## src/rtl/core/u8sd_pkg.sv

```systemverilog
// Package for the UTF-8 stream decoder: transfer types and code point constants.
// Used by u8sd_decode and utf8_stream_decoder; no dependencies.
`timescale 1ns / 1ps

package u8sd_pkg;

    localparam int CP_W   = 21;
    localparam int USED_W = 3;

    localparam logic [CP_W-1:0] REPLACEMENT_CP = 21'h00FFFD;
    localparam logic [CP_W-1:0] MAX_CP         = 21'h10FFFF;
    localparam logic [CP_W-1:0] SURR_LO        = 21'h00D800;
    localparam logic [CP_W-1:0] SURR_HI        = 21'h00DFFF;
    localparam logic [CP_W-1:0] MIN_CP_2       = 21'h000080;
    localparam logic [CP_W-1:0] MIN_CP_3       = 21'h000800;
    localparam logic [CP_W-1:0] MIN_CP_4       = 21'h010000;

    localparam logic [7:0] LEAD_MAX   = 8'hF4;
    localparam logic [7:0] LEAD_4_MIN = 8'hF0;
    localparam logic [7:0] LEAD_3_MIN = 8'hE0;
    localparam logic [7:0] ASCII_MAX  = 8'h7F;
    localparam logic [1:0] CONT_TAG   = 2'b10;

    typedef struct packed {
        logic [7:0] in_byte;
        logic       end_of_stream;
    } in_item_t;

    typedef struct packed {
        logic [CP_W-1:0]   code_point;
        logic              well_formed;
        logic [USED_W-1:0] bytes_used;
        logic              last_of_run;
    } out_item_t;

endpackage

```

## src/rtl/core/u8sd_decode.sv

```systemverilog
// Sequence state and per-byte decode: yields up to two results per accepted byte.
// Depends on u8sd_pkg.
`timescale 1ns / 1ps

module u8sd_decode (
    input  logic                 aclk,
    input  logic                 aresetn,
    input  logic                 take,
    input  u8sd_pkg::in_item_t   item,
    output logic [1:0]           res_count,
    output u8sd_pkg::out_item_t  res0,
    output u8sd_pkg::out_item_t  res1
);
    import u8sd_pkg::*;

    logic [CP_W-1:0] acc_reg, acc_next;
    logic [1:0]      rem_reg, rem_next;
    logic [2:0]      len_reg, len_next;

    // lead decode of the current byte, from idle
    logic            lead_emit;
    out_item_t       lead_res;
    logic [CP_W-1:0] lead_acc;
    logic [1:0]      lead_rem;
    logic [2:0]      lead_len;

    logic            cont;
    logic [CP_W-1:0] acc_sh;
    logic [1:0]      rem_dec;
    logic            bad;
    logic [7:0]      b;
    logic            eos;

    assign b    = item.in_byte;
    assign eos  = item.end_of_stream;
    assign cont = (b[7:6] == CONT_TAG);

    always_comb begin
        lead_emit = 1'b0;
        lead_res  = '{code_point: REPLACEMENT_CP, well_formed: 1'b0,
                      bytes_used: USED_W'(1), last_of_run: 1'b1};
        lead_acc  = '0;
        lead_rem  = '0;
        lead_len  = '0;
        if (b <= ASCII_MAX) begin
            lead_emit           = 1'b1;
            lead_res.code_point = CP_W'(b);
            lead_res.well_formed = 1'b1;
        end else if (b > LEAD_MAX || cont) begin
            lead_emit = 1'b1;
        end else if (eos) begin
            // start cut off at once by end of stream
            lead_emit = 1'b1;
        end else if (b >= LEAD_4_MIN) begin
            lead_len = 3'd4;
            lead_rem = 2'd3;
            lead_acc = CP_W'(b[2:0]);
        end else if (b >= LEAD_3_MIN) begin
            lead_len = 3'd3;
            lead_rem = 2'd2;
            lead_acc = CP_W'(b[3:0]);
        end else begin
            lead_len = 3'd2;
            lead_rem = 2'd1;
            lead_acc = CP_W'(b[4:0]);
        end
    end

    assign acc_sh  = {acc_reg[CP_W-7:0], b[5:0]};
    assign rem_dec = rem_reg - 2'd1;

    always_comb begin
        bad = ((len_reg == 3'd2) && (acc_sh < MIN_CP_2)) ||
              ((len_reg == 3'd3) && (acc_sh < MIN_CP_3)) ||
              ((len_reg == 3'd4) && (acc_sh < MIN_CP_4)) ||
              ((acc_sh >= SURR_LO) && (acc_sh <= SURR_HI)) ||
              (acc_sh > MAX_CP);
    end

    always_comb begin
        res_count = 2'd0;
        res0      = lead_res;
        res1      = lead_res;
        acc_next  = acc_reg;
        rem_next  = rem_reg;
        len_next  = len_reg;
        if (rem_reg == 2'd0) begin
            res_count = lead_emit ? 2'd1 : 2'd0;
            acc_next  = lead_acc;
            rem_next  = lead_rem;
            len_next  = lead_len;
        end else if (cont) begin
            acc_next = acc_sh;
            rem_next = rem_dec;
            if (rem_dec == 2'd0) begin
                res_count        = 2'd1;
                res0.code_point  = bad ? REPLACEMENT_CP : acc_sh;
                res0.well_formed = !bad;
                res0.bytes_used  = len_reg;
                acc_next         = '0;
                len_next         = '0;
            end else if (eos) begin
                res_count        = 2'd1;
                res0.code_point  = REPLACEMENT_CP;
                res0.well_formed = 1'b0;
                res0.bytes_used  = len_reg - {1'b0, rem_dec};
                acc_next         = '0;
                rem_next         = '0;
                len_next         = '0;
            end
        end else begin
            // broken sequence: flush, then decode this byte as a new lead
            res0.code_point  = REPLACEMENT_CP;
            res0.well_formed = 1'b0;
            res0.bytes_used  = len_reg - {1'b0, rem_reg};
            res0.last_of_run = !lead_emit;
            res_count        = lead_emit ? 2'd2 : 2'd1;
            acc_next         = lead_acc;
            rem_next         = lead_rem;
            len_next         = lead_len;
        end
    end

    always_ff @(posedge aclk) begin
        if (!aresetn) begin
            acc_reg <= '0;
            rem_reg <= '0;
            len_reg <= '0;
        end else if (take) begin
            acc_reg <= acc_next;
            rem_reg <= rem_next;
            len_reg <= len_next;
        end
    end

endmodule

```

## src/rtl/core/utf8_stream_decoder.sv

```systemverilog
// Top level of the UTF-8 stream decoder: byte decode plus a three-entry result queue.
// Depends on u8sd_pkg and u8sd_decode.
`timescale 1ns / 1ps

// Accepts one byte per cycle while s_ready is high and returns one code point
// per cycle while m_ready is high. Most bytes yield zero or one result. A byte
// that breaks an open sequence can yield two: the U+FFFD for the broken
// sequence, then the result of the byte as a new lead. The two results leave
// in that order. Results sit in a three-entry queue. s_ready is high while the
// queue holds at most one result, so a byte is taken even while a result waits
// at m_data. The input pauses after a byte that leaves two results, until the
// queue holds at most one result again. last_of_run marks the final result
// caused by one byte. A result reaches m_valid in the cycle after its byte
// transfer when the queue is empty, and later when it waits behind earlier results.
module utf8_stream_decoder (
    input  logic                 aclk,
    input  logic                 aresetn,
    input  logic                 s_valid,
    output logic                 s_ready,
    input  u8sd_pkg::in_item_t   s_data,
    output logic                 m_valid,
    input  logic                 m_ready,
    output u8sd_pkg::out_item_t  m_data
);
    import u8sd_pkg::*;

    localparam int QD = 3;

    out_item_t  q_reg [QD];
    out_item_t  q_next [QD];
    logic [1:0] cnt_reg, cnt_next;

    logic       take;
    logic       pop;
    logic [1:0] base;
    logic [1:0] res_count;
    out_item_t  res0, res1;

    assign s_ready = (cnt_reg <= 2'd1);
    assign take    = s_valid && s_ready;
    assign m_valid = (cnt_reg != 2'd0);
    assign m_data  = q_reg[0];
    assign pop     = m_valid && m_ready;
    assign base    = cnt_reg - {1'b0, pop};

    u8sd_decode u_decode (
        .aclk      (aclk),
        .aresetn   (aresetn),
        .take      (take),
        .item      (s_data),
        .res_count (res_count),
        .res0      (res0),
        .res1      (res1)
    );

    always_comb begin
        for (int i = 0; i < QD; i++) begin
            if (pop && (i < QD - 1)) begin
                q_next[i] = q_reg[i+1];
            end else begin
                q_next[i] = q_reg[i];
            end
            if (take && (res_count != 2'd0) && (base == 2'(i))) begin
                q_next[i] = res0;
            end
            if (take && (res_count == 2'd2) && ((base + 2'd1) == 2'(i))) begin
                q_next[i] = res1;
            end
        end
        cnt_next = base + (take ? res_count : 2'd0);
    end

    always_ff @(posedge aclk) begin
        if (!aresetn) begin
            cnt_reg <= '0;
        end else begin
            cnt_reg <= cnt_next;
        end
    end

    always_ff @(posedge aclk) begin
        for (int i = 0; i < QD; i++) begin
            q_reg[i] <= q_next[i];
        end
    end

endmodule

```

## config.mk

```make
export PLATFORM = sky130hd
export DESIGN_NAME = utf8_stream_decoder
export DESIGN_NICKNAME = d
export VERILOG_FILES = /design/src/rtl/core/u8sd_pkg.sv /design/src/rtl/core/u8sd_decode.sv /design/src/rtl/core/utf8_stream_decoder.sv
export SDC_FILE = /design/constraint.sdc
export NUM_CORES = 1
export LEC_CHECK = 0
export ABC_AREA = 0
export CORE_ASPECT_RATIO = 0.6
export CORE_MARGIN = 2
export CORE_UTILIZATION = 35
export CTS_BUF_LIST = sky130_fd_sc_hd__clkbuf_4
export DETAILED_ROUTE_END_ITERATION = 7
export DONT_BUFFER_PORTS = 1
export GPL_TIMING_DRIVEN = 0
export PLACE_DENSITY = 0.5
export SLEW_MARGIN = 0
export SYNTH_ARGS = -nofsm -noshare
export SYNTH_HDL_FRONTEND = slang
export SYNTH_SLANG_ARGS = --single-unit
```

## constraint.sdc

```tcl
create_clock -name aclk -period 5.5 [get_ports aclk]
set_clock_uncertainty 0.2 [all_clocks]
set_input_delay 0.275 -clock aclk [delete_from_list [all_inputs] [get_ports aclk]]
set_output_delay 0.275 -clock aclk [all_outputs]
set_load 0.05 [all_outputs]
```

==> results.py, run 1 <==
metrics = {
    "setup_path": {
        "reg2reg_slack_ns": 0.38,
        "crit_fanout": 17,
        "worstReg2RegEnd": "q_reg[0][32]",
        "critical_path_class": "flop to flop",
        "endpoint_kind": "flop",
        "critPathLaunch": "cnt_reg[1]",
        "worstPathArrival_ns": 5.02,
        "r2r.worst_path.cells": 11,
        "r2r_start": "cnt_reg[1]",
        "crit_required_ns": 5.41,
        "start_kind": "flop",
        "endpoint": "q_reg[0][32]",
    },
    "pwr": {
        "power.leakage_nw": 1.910,
        "power_density_mw_per_mm2": 569.5,
        "peakVddDrop_mv": 0.2043,
        "total_power_mw": 3.169,
    },
    "die": {
        "pin_count": 41,
        "die_w_um": 159.4,
        "core_mm2": 0.01434,
        "start_util_pct": 35.38,
        "fp.dieH_um": 97.25,
        "rows": 34,
        "die_area_mm2": 0.01550,
    },
    "run_status": {
        "status": "finished, final reports clean",
    },
    "logic_synthesis": {
        "synth_nets": 536,
        "netlist_area_mm2": 0.005072,
        "synth_edf_count": 51,
        "syn_inst": 515,
        "synth_top_area_share_pct": 30.19,
        "synth_seq_cells": 100,
        "synth-seq-area-share_pct": 49.53,
        "avgSynthCellArea_um2": 9.849,
        "yosys.area.top_type": "edfxtp_1",
        "async_flop_share_pct": 0,
        "synthTopCellsByArea": "edfxtp_1 30%, dfxtp_1 19%, nand2_1 6.2%",
        "ys_types": 64,
        "synth_top_flop_cell": "edfxtp_1",
        "yosys_warnings": 0,
    },
    "sta": {
        "layout_min_cycle_time_ns": 5.117,
        "hold_violations": 0,
        "setup-tns-final_ns": 0,
        "maxSlewViolCount": 0,
        "fin_hold_ws_ns": 0.03920,
        "worst_pin_slew_ns": 0.9936,
        "fmax_mhz": 195.4,
        "fin_crit_sh_pct": 93.04,
        "finalSetupViolCount": 0,
        "rsz0062_at_grt": "no",
        "slew_headroom_pct": 33.76,
        "finalWorstSetupSlack_ns": 0.3828,
    },
    "clock_tree": {
        "clock_sinks": 100,
        "post_cts_buffers": 0,
        "clkTransAtPathRegs_ns": 0.18,
        "cts_made_buffers": 9,
        "htree_levels": 3,
        "clockRootBuffer": "clkbuf_4",
        "cts_max_path_buffers": 2,
        "clock_latency_ns": 0.47,
        "cts_tree": "done",
        "post_cts_resized": 0,
    },
    "global_routing": {
        "grt_pass1_vias": 3762,
        "grt_max_degree": 19,
        "grt_overflow": 0,
        "grt_pass1_wl_um": 21800,
        "grtUsageTotal_pct": 18.18,
        "antenna_found_initial": 0,
    },
    "routing": {
        "route.vias.total": 4066,
        "wire_per_inst_um": 18.96,
        "vias_per_cell": 5.495,
        "drc": 0,
        "drtAntennaViolNets": 0,
        "first_pass_iters": 5,
        "drt_iter0_drc": 297,
        "drt-total-wl_um": 14030,
    },
    "final_layout": {
        "num_antenna_cells": 0,
        "multi_input_area_mm2": 0.002155,
        "syn2layout_area_growth_pct": 9.694,
        "seqCellArea_mm2": 0.002512,
        "nNetsFinal": 558,
        "drive_gt1_share_pct": 13.28,
        "largest_reg_flops": 78,
        "fillCellCount": 1474,
    },
    "hold_path": {
        "worstHoldPathType": "primary input to flop",
    },
    "place": {
        "port_buffers": 0,
        "place_hpwl_um": 10280,
        "dp_worst_setup_slack_ns": 0.3687,
        "routabilityCongestion": 0.9042,
    },
    "run": {
        "maxCapViolCount": 0,
    },
}
## cell usage after synthesis, drive strengths merged, types with 2 or more instances
library cell,number
nand2,84
edfxtp,51
dfxtp,49
buf,40
a21oi,39
a211oi,25
nor3,25
o21ai,19
inv,18
clkbuf,16
nor2,16
a311oi,13
o22a,10
a21boi,8
nand3,8
o211ai,7
or2,7
a31oi,6
ha,6
a32o,5
and2,5
nor2b,5
a21o,4
and3,4
nand2b,4
or4,4
nor4,3
o2bb2ai,3
a2111oi,2
a221oi,2
a22oi,2
fa,2
nand4,2
nand4b,2
nor4b,2
o221ai,2
o22ai,2
xor2,2
## layout make-up
type,count,area share (%)
flip-flops and latches,100,45.15
multi-input cells,340,38.72
plain buffers,56,6.004
well taps,198,4.452
repair buffers,11,1.979
clock buffers,10,1.349
inverters,19,1.282
clock inverters,6,1.057
## through the flow
| step | std cells | cell area (um^2) | utilization, % |
|---|---|---|---|
| after floorplan | 515 | 5072 | - |
| after global placement | 713 | 5320 | 37.11 |
| after detailed placement | 713 | 5320 | 37.11 |
| after CTS | 740 | 5564 | 38.81 |
| after global routing | 740 | 5564 | 38.81 |
| final | 740 | 5564 | 38.81 |
## layout by cell type (no fill, tap or decap), types with 3 or more instances in the layout
master and instances:
buf_1 3, inv_1 18, a21oi_1 39, o22a_1 10
nor2b_1 5, buf_4 28, dlygate4sd3_1 11, nand2b_1 4
a31oi_1 4, ha_1 6, buf_2 8, a32o_1 5
a211oi_1 25, or2_2 6, o211ai_1 7, clkbuf_4 10
nor4_1 3, edfxtp_1 51, nor2_1 13, o21ai_0 17
a21boi_0 7, or4_1 3, o2bb2ai_1 3, a21o_1 4
and3_1 4, dfxtp_1 49, nor3_1 23, nand2_1 84
a311oi_1 12, and2_1 5, nand3_1 8, clkbuf_1 15
## cells by family after synthesis
logic type / Yosys count / share of synthesized area, %
XOR/XNOR: 2 / 0.3454
AND/OR/NAND/NOR: 174 / 17.00
adder cells (fa/ha/maj): 8 / 2.269
buffers and inverters: 75 / 7.992
AO/OA/AOI/OAI: 156 / 22.87
flip-flops: 100 / 49.53
## how the worst min path moves through the flow
stage                          from                   to  cells after the start
after floorplan           s_data[6]  u_decode.acc_reg[5]                      2
after global placement    s_data[6]  u_decode.acc_reg[5]                      2
after detailed placement  s_data[6]  u_decode.acc_reg[5]                      2
after CTS                   s_valid  u_decode.acc_reg[0]                      4
after global routing        s_valid  u_decode.acc_reg[0]                      4
final                       m_ready          q_reg[0][3]                      4
## worst max-delay path, cell delays in order, from the launching register on
cell      delay [ns]
dfxtp_1         0.40
or2_2           0.43
nand2_1         0.25
clkinv_1        0.29
clkbuf_1        0.33
ha_1            0.42
inv_1           0.11
or4_1           0.58
a21oi_1         0.45
clkbuf_1        0.51
nor2_1          0.16
nand2_1         0.62
## where the power goes
group / total, mW / internal [mW] / switching, mW
Clock: 0.385 / 0.108 / 0.277
Combinational: 1.55 / 0.481 / 1.07
Sequential: 1.24 / 1.15 / 0.0906
Total: 3.17 / 1.74 / 1.43
## metal layers
layer  vias to the layer above  part of all wire, %  global-route usage [%]
met1                      1959                   52                   29.22
met4                         0                  1.5                   4.895
met2                       150                   38                   23.11
met3                        19                  8.3                   4.908
met5                         -                    0                       0
li1                       1938                    -                       -
## repair_timing
item / in CTS / in global routing
hold endpoints to repair: 38 / 0
hold buffers: 11 / 0
endpoints found under the setup margin: 0 / 0
Power figures use the tool's default switching activity.
==> run 2: changes to the inputs <==
--- a/config.mk
+++ b/config.mk
@@ -8,12 +8,11 @@
 export ABC_AREA = 0
 export CORE_ASPECT_RATIO = 0.6
 export CORE_MARGIN = 2
-export CORE_UTILIZATION = 35
-export CTS_BUF_LIST = sky130_fd_sc_hd__clkbuf_4
+export CORE_UTILIZATION = 49
 export DETAILED_ROUTE_END_ITERATION = 7
 export DONT_BUFFER_PORTS = 1
 export GPL_TIMING_DRIVEN = 0
-export PLACE_DENSITY = 0.5
+export PLACE_DENSITY = 0.65
 export SLEW_MARGIN = 0
 export SYNTH_ARGS = -nofsm -noshare
 export SYNTH_HDL_FRONTEND = slang
==> results.py, run 2 (synthesized netlist as in run 1, its figures left out) <==
metrics = {
    "setup_path": {
        "cp.depth": 11,
        "critical_path_class": "flop to flop",
        "crit_required_ns": 5.28,
        "r2r_start": "cnt_reg[1]",
        "critPathBufInv": 4,
        "endpoint": "q_reg[0][38]",
        "cpPeakStageDelay_ns": 0.65,
        "endpoint_kind": "flop",
        "cpLargestDelayFamily": "simple AND/OR/NAND/NOR gates",
        "crit_fanout": 17,
        "worstReg2RegEnd": "q_reg[0][38]",
        "r2r.worst_path.cells": 11,
        "path_cells": "or2_2 > nand2_1 > clkinv_1 > clkbuf_1 > ha_1 > inv_1 > or4_1 > a21oi_1 > clkbuf_1 > nor2_1 > nand2_1",
        "worstPathArrival_ns": 4.93,
        "critPathSlowestCell": "nand2_1",
        "critPathLaunch": "cnt_reg[1]",
        "reg2reg_slack_ns": 0.35,
        "start_kind": "flop",
    },
    "die": {
        "start_util_pct": 50.98,
        "die_area_mm2": 0.01121,
        "fp.dieH_um": 82.81,
        "rows": 28,
        "pin_count": 41,
        "core_mm2": 0.009950,
        "die_w_um": 135.4,
    },
    "routing": {
        "met1_length_um": 6516,
        "vias_per_cell": 6.098,
        "drt_iter0_drc": 386,
        "route.vias.total": 4116,
        "top_layer": "met4",
        "drc": 0,
        "wire_per_inst_um": 19.99,
        "drt-total-wl_um": 13490,
        "wl_met2_um": 5551,
        "wl_met3_um": 1273,
        "first_pass_iters": 5,
        "drtAntennaViolNets": 0,
    },
    "final_layout": {
        "nNetsFinal": 556,
        "fillCellCount": 917,
        "fin_cells": 675,
        "layout_commonest_cell": "nand2_1",
        "finalInstanceArea_mm2": 0.005599,
        "num_antenna_cells": 0,
        "largest_reg_flops": 78,
        "final_cell_mix": "84 x nand2_1, 51 x edfxtp_1, 49 x dfxtp_1, 39 x a21oi_1, 28 x buf_4",
        "syn2layout_area_growth_pct": 10.38,
        "drive_gt1_share_pct": 12.96,
    },
    "clock_tree": {
        "clockRootBuffer": "clkbuf_16",
        "post_cts_resized": 0,
        "post_cts_buffers": 0,
        "clock_latency_ns": 0.35,
        "cts_tree": "done",
        "cts_made_buffers": 9,
        "cts_max_path_buffers": 2,
        "clock_sinks": 100,
        "clkTransAtPathRegs_ns": 0.07,
        "htree_levels": 3,
    },
    "run": {
        "maxCapViolCount": 0,
    },
    "sta": {
        "worst_pin_slew_ns": 0.9266,
        "fmax_mhz": 194.1,
        "fin_crit_sh_pct": 93.65,
        "hold_violations": 0,
        "finalSetupViolCount": 0,
        "maxSlewViolCount": 0,
        "slew_headroom_pct": 38.00,
        "setup-tns-final_ns": 0,
        "fin_hold_ws_ns": 0.008464,
        "rsz0062_at_grt": "no",
        "layout_min_cycle_time_ns": 5.151,
    },
    "run_status": {
        "status": "finished, final reports clean",
    },
    "pwr": {
        "p_clk_share_pct": 17.5,
        "peakVddDrop_mv": 0.3471,
        "p_int_mw": 1.937,
        "power.switching_mw": 1.437,
        "switching_share_pct": 42.59,
        "p_seq_share_pct": 36.8,
        "power_frac_comb_pct": 45.7,
        "power_density_mw_per_mm2": 602.7,
        "total_power_mw": 3.375,
        "power.leakage_nw": 1.957,
    },
    "place": {
        "dp_cells": 650,
        "place_hpwl_um": 9634,
        "port_buffers": 0,
        "place_area_mm2": 0.005241,
        "routabilityCongestion": 0.9784,
    },
    "global_routing": {
        "antenna_found_initial": 0,
        "grtUsageTotal_pct": 24.83,
        "grt_pass1_wl_um": 21480,
        "grt_pass1_vias": 3905,
        "grt_max_degree": 18,
        "grt_overflow": 0,
    },
    "hold_path": {
        "worstHoldPathType": "primary input to flop",
        "min_from": "s_data[5]",
    },
}
-- run 2: cell count changes in the layout (fill, tap and decap cells not counted) --
| cell | previous run | this run |
|---|---|---|
| clkbuf_1 | 15 | 16 |
| clkbuf_16 | 0 | 9 |
| clkbuf_4 | 10 | 0 |
| clkinv_1 | 1 | 2 |
| clkinv_2 | 1 | 2 |
| clkinv_4 | 2 | 1 |
| clkinv_8 | 1 | 0 |
| clkinvlp_4 | 0 | 1 |
| dlygate4sd3_1 | 11 | 9 |
| inv_8 | 1 | 0 |
-- run 2: worst min path at each step --
| stage | end | slack (ns) | cells past startpoint |
|---|---|---|---|
| 3_3_place_gp | u_decode.acc_reg[5] | 0.22 | 2 |
| 2_1_floorplan | u_decode.acc_reg[5] | 0.21 | 2 |
| 4_1_cts | q_reg[0][59] | 0.01 | 2 |
| 3_5_place_dp | u_decode.acc_reg[5] | 0.22 | 2 |
| 6_report | q_reg[0][61] | 0.008 | 2 |
| 5_1_grt | q_reg[0][59] | 0.01 | 2 |
-- run 2: power groups by stage --
stage	sequential, mW	combinational [mW]	clock (mW)
after global routing	1.27	1.66	0.624
after global placement	1.25	1.49	0
after detailed placement	1.26	1.52	0
after floorplan	1.23	1.27	0
after CTS	1.24	1.54	0.596
final	1.24	1.54	0.590
-- run 2: metrics by stage --
stage	utilization (%)	worst slack [ns]
2_1_floorplan	-	1.572
3_3_place_gp	52.68	0.4729
3_5_place_dp	52.68	0.4139
4_1_cts	56.28	0.4093
5_1_grt	56.28	0.04077
6_report	56.28	0.3491
-- run 2: repair_timing --
action,4_1_cts,5_1_grt
hold buffers,9,0
hold endpoints to repair,21,0
endpoints found under the setup margin,0,0
-- run 2: per-layer routing --
layer / track usage [%] / up-vias
met4: 5.492 / 0
met5: 0 / -
met2: 33.78 / 166
li1: - / 1924
met1: 39.42 / 2009
met3: 6.105 / 17
-- run 2: area by class of cell --
class                   instances  area [um^2]  area share [%]
repair buffers                  9        90.09           1.609
plain buffers                  56        334.1           5.966
clock buffers                  10        229.0           4.089
clock inverters                 6        38.79          0.6927
multi-input cells             340         2155           38.48
inverters                      19        71.32           1.274
flip-flops and latches        100         2512           44.87
well taps                     135        168.9           3.017
-- run 2: worst reg2reg max path: cells and delay by family, from the launching register on --
kind,cells,cell delay (ns)
compound gates,1,0.46
fa+ha+maj,1,0.43
buf+inv,4,1.22
flops,1,0.37
simple gates,5,2.11
